[src/hw/rtl/sssp_pkg.sv]
// shared types and constants for the shortest path engine
// used by sssp_ctrl, sssp_dp and the top level
`timescale 1ns / 1ps
package sssp_pkg;

  localparam int MAX_NODES_DEF   = 1024;
  localparam int MAX_EDGES_DEF   = 4096;
  localparam int WEIGHT_BITS_DEF = 16;

  localparam int NODE_W = 10;
  localparam int WIN_W  = 16;
  localparam int DIST_W = 32;
  localparam int STAT_W = 3;
  localparam int KIND_W = 2;

  localparam logic [KIND_W-1:0] KIND_LOAD  = 2'd0;
  localparam logic [KIND_W-1:0] KIND_RUN   = 2'd1;
  localparam logic [KIND_W-1:0] KIND_QUERY = 2'd2;
  localparam logic [KIND_W-1:0] KIND_CLEAR = 2'd3;

  localparam logic [STAT_W-1:0] ST_RUN_OK  = 3'd0;
  localparam logic [STAT_W-1:0] ST_RUN_NEG = 3'd1;
  localparam logic [STAT_W-1:0] ST_VALID   = 3'd2;
  localparam logic [STAT_W-1:0] ST_UNREACH = 3'd3;
  localparam logic [STAT_W-1:0] ST_INVALID = 3'd4;

  localparam logic [2:0] REG_NODE_COUNT = 3'd0;

  typedef struct packed {
    logic load;
    logic clear;
    logic latch;
    logic clr_start;
    logic clr_step;
    logic src_set;
    logic pass_start;
    logic pass_next;
    logic edge_rd;
    logic node_rd;
    logic eval;
    logic wr;
    logic apply;
    logic res_run;
    logic q_rd;
    logic res_query;
  } cmd_t;

  typedef struct packed {
    logic clr_last;
    logic edge_done;
    logic pass_lt;
    logic changed;
    logic out_free;
  } sts_t;

endpackage

[src/hw/rtl/sssp_ctrl.sv]
// sequencer for loads, clears, runs and queries
// depends on sssp_pkg, drives sssp_dp through cmd_t / sts_t
`timescale 1ns / 1ps
module sssp_ctrl (
  input  logic                       clk,
  input  logic                       rst,
  input  logic                       in_valid,
  output logic                       in_ready,
  input  logic [sssp_pkg::KIND_W-1:0] in_kind,
  input  sssp_pkg::sts_t             sts,
  output sssp_pkg::cmd_t             cmd
);
  import sssp_pkg::*;

  localparam logic [3:0] S_IDLE  = 4'd0;
  localparam logic [3:0] S_CLR   = 4'd1;
  localparam logic [3:0] S_SRC   = 4'd2;
  localparam logic [3:0] S_PSTRT = 4'd3;
  localparam logic [3:0] S_ERD   = 4'd4;
  localparam logic [3:0] S_NRD   = 4'd5;
  localparam logic [3:0] S_EVAL  = 4'd6;
  localparam logic [3:0] S_WR    = 4'd7;
  localparam logic [3:0] S_PEND  = 4'd8;
  localparam logic [3:0] S_DONE  = 4'd9;
  localparam logic [3:0] S_QRD   = 4'd10;
  localparam logic [3:0] S_QOUT  = 4'd11;

  logic [3:0] state, state_next;
  logic       apply, apply_next;
  logic       acc;

  assign in_ready = (state == S_IDLE);
  assign acc      = in_valid && in_ready;

  always_ff @(posedge clk) begin
    if (rst) begin
      state <= S_IDLE;
      apply <= 1'b0;
    end else begin
      state <= state_next;
      apply <= apply_next;
    end
  end

  always_comb begin
    cmd        = '0;
    state_next = state;
    apply_next = apply;
    cmd.apply  = apply;
    case (state)
      S_IDLE: begin
        if (acc) begin
          case (in_kind)
            KIND_LOAD:  cmd.load = 1'b1;
            KIND_CLEAR: cmd.clear = 1'b1;
            KIND_RUN: begin
              cmd.latch     = 1'b1;
              cmd.clr_start = 1'b1;
              state_next    = S_CLR;
            end
            default: begin
              cmd.latch  = 1'b1;
              state_next = S_QRD;
            end
          endcase
        end
      end
      S_CLR: begin
        cmd.clr_step = 1'b1;
        if (sts.clr_last) state_next = S_SRC;
      end
      S_SRC: begin
        cmd.src_set = 1'b1;
        apply_next  = 1'b1;
        state_next  = S_PSTRT;
      end
      S_PSTRT: begin
        // out of relaxation passes: go straight to the cycle check pass
        if (apply && !sts.pass_lt) apply_next = 1'b0;
        cmd.pass_start = 1'b1;
        state_next     = S_ERD;
      end
      S_ERD: begin
        if (sts.edge_done) begin
          state_next = S_PEND;
        end else begin
          cmd.edge_rd = 1'b1;
          state_next  = S_NRD;
        end
      end
      S_NRD: begin
        cmd.node_rd = 1'b1;
        state_next  = S_EVAL;
      end
      S_EVAL: begin
        cmd.eval   = 1'b1;
        state_next = S_WR;
      end
      S_WR: begin
        cmd.wr     = 1'b1;
        state_next = S_ERD;
      end
      S_PEND: begin
        if (apply) begin
          if (!sts.changed) apply_next = 1'b0;
          else cmd.pass_next = 1'b1;
          state_next = S_PSTRT;
        end else begin
          state_next = S_DONE;
        end
      end
      S_DONE: begin
        if (sts.out_free) begin
          cmd.res_run = 1'b1;
          state_next  = S_IDLE;
        end
      end
      S_QRD: begin
        cmd.q_rd   = 1'b1;
        state_next = S_QOUT;
      end
      S_QOUT: begin
        if (sts.out_free) begin
          cmd.res_query = 1'b1;
          state_next    = S_IDLE;
        end
      end
      default: state_next = S_IDLE;
    endcase
  end

endmodule

[config.mk]
export PLATFORM = sky130hd
export DESIGN_NAME = sssp_ctrl
export DESIGN_NICKNAME = d
export VERILOG_FILES = /design/src/hw/rtl/sssp_pkg.sv /design/src/hw/rtl/sssp_ctrl.sv
export SDC_FILE = /design/constraint.sdc
export NUM_CORES = 1
export LEC_CHECK = 0
export ABC_AREA = 1
export ABC_CLOCK_PERIOD_IN_PS = 2400
export BUFFER_PORTS_ARGS = -buffer_cell sky130_fd_sc_hd__buf_2
export CORE_AREA = 2 2 39 41
export DETAILED_ROUTE_END_ITERATION = 10
export DIE_AREA = 0 0 41 43
export PLACE_DENSITY = 0.83
export SLEW_MARGIN = 20
export SYNTH_ARGS = -nofsm -noshare
export SYNTH_HDL_FRONTEND = slang
export SYNTH_SLANG_ARGS = --single-unit
[constraint.sdc]
create_clock -name clk -period 2.4 [get_ports clk]
set_input_delay 0.12 -clock clk [delete_from_list [all_inputs] [get_ports clk]]
set_output_delay 0.12 -clock clk [all_outputs]
set_load 0.005 [all_outputs]
==> flow_summary.yaml <==
run_status:
  status: "completed"
sta:
  period_share: 0.627
  final.setup.tns_ps: 0
  relSlewSlack: 0.773
  timing.fmax_mhz: 665
  layout_setup_ws_ps: 895
  hold_viol: 0
  fin_skew_ps: 5.75
  slew_viol_final: 0
  setup_viol_count_final: 0
  rsz0062_at_grt: "no"
  tightest_slew_ps: 339
  finalCriticalPeriod_ps: 1500
power_and_ir_drop:
  p_leak_nw: 0.467
  switchingPower_mw: 0.369
  p_seq_frac: 0.213
  power_frac_clock: 0.134
  comb_power_share: 0.654
  ir_worst_vdd_uv: 575
  p_sw_frac: 0.510
  p_int_mw: 0.355
  cellPowerDensity_nw_per_um2: 1010
run:
  maxCapViolCount: 0
logic_synthesis:
  synth.avg_cell_area_sq_um: 5.48
  yosysUniqueCellTypes: 17
  synth_top_family_by_area: "simple AND/OR/NAND/NOR gates"
  synth-xor-area-share: 0
  synth_fa_ha_area_frac: 0.0685
  synth-compound-area-share: 0.0594
  syn_area_sq_um: 548
  synthCells: 100
  syn_nets: 113
  yosysWarningCount: 0
  synth-simple-area-share: 0.511
  synth_seq_cells: 5
  yosysSeqAreaShare: 0.183
  synthMuxAreaShare: 0
clocking:
  cts-root-buf: "clkbuf_4"
  cts_buffer_depth: 2
  clkLatencyLatePin_ps: 240
  clk_pin_slew_ps: 50
  hold_buffers: 0
  tritoncts: "yes"
  clock-sinks: 5
  cts_setup_buffers: 0
  cts_buffers: 3
  htreeDepth: 1
  cts_resized: 0
global_route:
  grt-ovfl-total: 0
  grt_pass1_wl_um: 2040
  antenna_found_initial: 0
  grt_pass1_vias: 580
  grt_start_max_net_pins: 7
  track_usage: 0.168
floorplanning:
  die_area_sq_um: 1760
  die_h_um: 43
  pin_count: 27
  die_w_um: 41
  core_sq_um: 1380
  initial_core_util: 0.396
  rows: 14
placed_design:
  place_ws_ps: 1130
  gp_congestion: 0.879
  io_buffers: 26
  placed_cells: 141
  place_hpwl_um: 1150
detailed_routing:
  route.met3.wl_um: 73
  wirelength_met1_um: 532
  drc: 0
  first_pass_iters: 4
  ant_nets: 0
  wl_per_cell_um: 8.97
  highest-signal-layer: "met4"
  num_vias: 657
  dr_wl_met2_um: 670
  drt_iter0_markers: 8
  drt_wl_total_um: 1300
  drt-vias-per-instance: 4.53
final_layout:
  area_growth_pct: 30.8
  finalNonFillerCells: 145
  nets: 143
  n_antenna_cell: 0
  drive_gt1_frac: 0.295
worst_setup_path:
  rr_worst_depth: 6
  crit_path_frequent_cell: "nor2_1"
  start_kind: "flop"
  cpMaxStageDelayCell: "dfxtp_1"
  arrival_ps: 1380
  crit_path_end_kind: "output port"
  path_cells: "nor2_1 -> nand2_2 -> inv_2 -> nand2_1 -> nor2_1 -> buf_2"
  regToRegStartpoint: "state[2]"
  critPathMaxStageDelay_ps: 350
  cp_max_fo: 4
  rrSetupSlack_ps: 1120
  worst_r2r_endpoint: "state[3]"
  critPathRequiredTime_ps: 2280
  worstSetupPathType: "reg -> out"
worst_hold_path:
  min_path_cells: 2
  min_path_type: "in -> reg"
  holdCritStartpoint: "rst"
  holdPathEnd: "apply"
-- Yosys cell counts (all sizes together) --
| master | number | area [sq um] |
|---|---|---|
| ha | 3 | 37.5 |
| dfxtp | 5 | 100 |
| buf | 1 | 7.51 |
| nor3b | 1 | 12.5 |
| nor2 | 23 | 116 |
| nand3b | 1 | 7.51 |
| nor3 | 2 | 10.0 |
| o211ai | 1 | 7.51 |
| inv | 24 | 90.1 |
| nand2 | 31 | 119 |
| o21ai | 1 | 5.00 |
| nand3 | 3 | 15.0 |
| a21oi | 4 | 20.0 |
-- worst max-delay path: cells and delay by family (launching register included) --
family,cells,cell delay (ps)
buffers and inverters,2,200
DFF,1,350
and+or+nand+nor,4,590
-- per-layer routing --
layer | global-route usage | up-vias
li1 | - | 351
met1 | 0.161 | 279
met2 | 0.294 | 23
met3 | 0.0524 | 4
met4 | 0.0867 | 0
met5 | 0 | -
-- through the flow --
| stage | util | instance area [sq um] | total power [mW] | hold slack, ps |
|---|---|---|---|---|
| 2_1_floorplan | - | 548 | 0.500 | 189 |
| 3_3_place_gp | 0.499 | 691 | 0.616 | 356 |
| 3_5_place_dp | 0.499 | 691 | 0.632 | 366 |
| 4_1_cts | 0.518 | 717 | 0.732 | 113 |
| 5_1_grt | 0.518 | 717 | 0.807 | 123 |
| 6_report | 0.518 | 717 | 0.724 | 119 |
-- layout by cell type (no fill, tap or decap) --
cell / count
ha_1: 3
dfxtp_1: 5
nand2_1: 30
inv_2: 1
nor2_2: 3
nor2_1: 17
nand3_1: 3
o211ai_1: 1
buf_2: 26
nor3_1: 2
o21ai_0: 1
nor3b_2: 1
a21oi_1: 4
clkbuf_1: 1
nor2_4: 3
nand2_2: 1
clkbuf_4: 3
inv_1: 23
nand3b_1: 1
-- sequential cells by signal, indices dropped and copies added (netlist names) --
name / flops
apply: 1
state: 4
-- cells by family after synthesis --
family                   after synthesis
adder cells (fa/ha/maj)                3
buffers and inverters                 25
AO/OA/AOI/OAI                          6
flip-flops                             5
AND/OR/NAND/NOR                       61
-- worst max-delay path by stage --
stage / start / end / slack (ps) / cells past startpoint
final: state[2] / cmd[15] / 900 / 6
after global routing: state[3] / cmd[12] / 760 / 6
after CTS: state[3] / cmd[12] / 910 / 6
after detailed placement: state[2] / state[3] / 1130 / 6
after global placement: state[1] / state[0] / 1170 / 8
after floorplan: state[3] / state[3] / 1310 / 8
-- power by group through the flow --
stage	Combinational (mW)	Clock (mW)	Sequential, mW
6_report	0.473	0.0969	0.154
5_1_grt	0.542	0.106	0.158
4_1_cts	0.478	0.101	0.153
3_5_place_dp	0.477	0	0.154
3_3_place_gp	0.462	0	0.153
2_1_floorplan	0.352	0	0.147
-- final cells by class --
class / count / area [sq um]
multi-input combinational: 70 / 350
fill: 149 / 667
sequential: 5 / 100
timing repair buffer: 26 / 130
inverter: 24 / 90.1
tap: 16 / 20.0
clock buffer: 4 / 26.3
(Power assumes the default switching activity.)
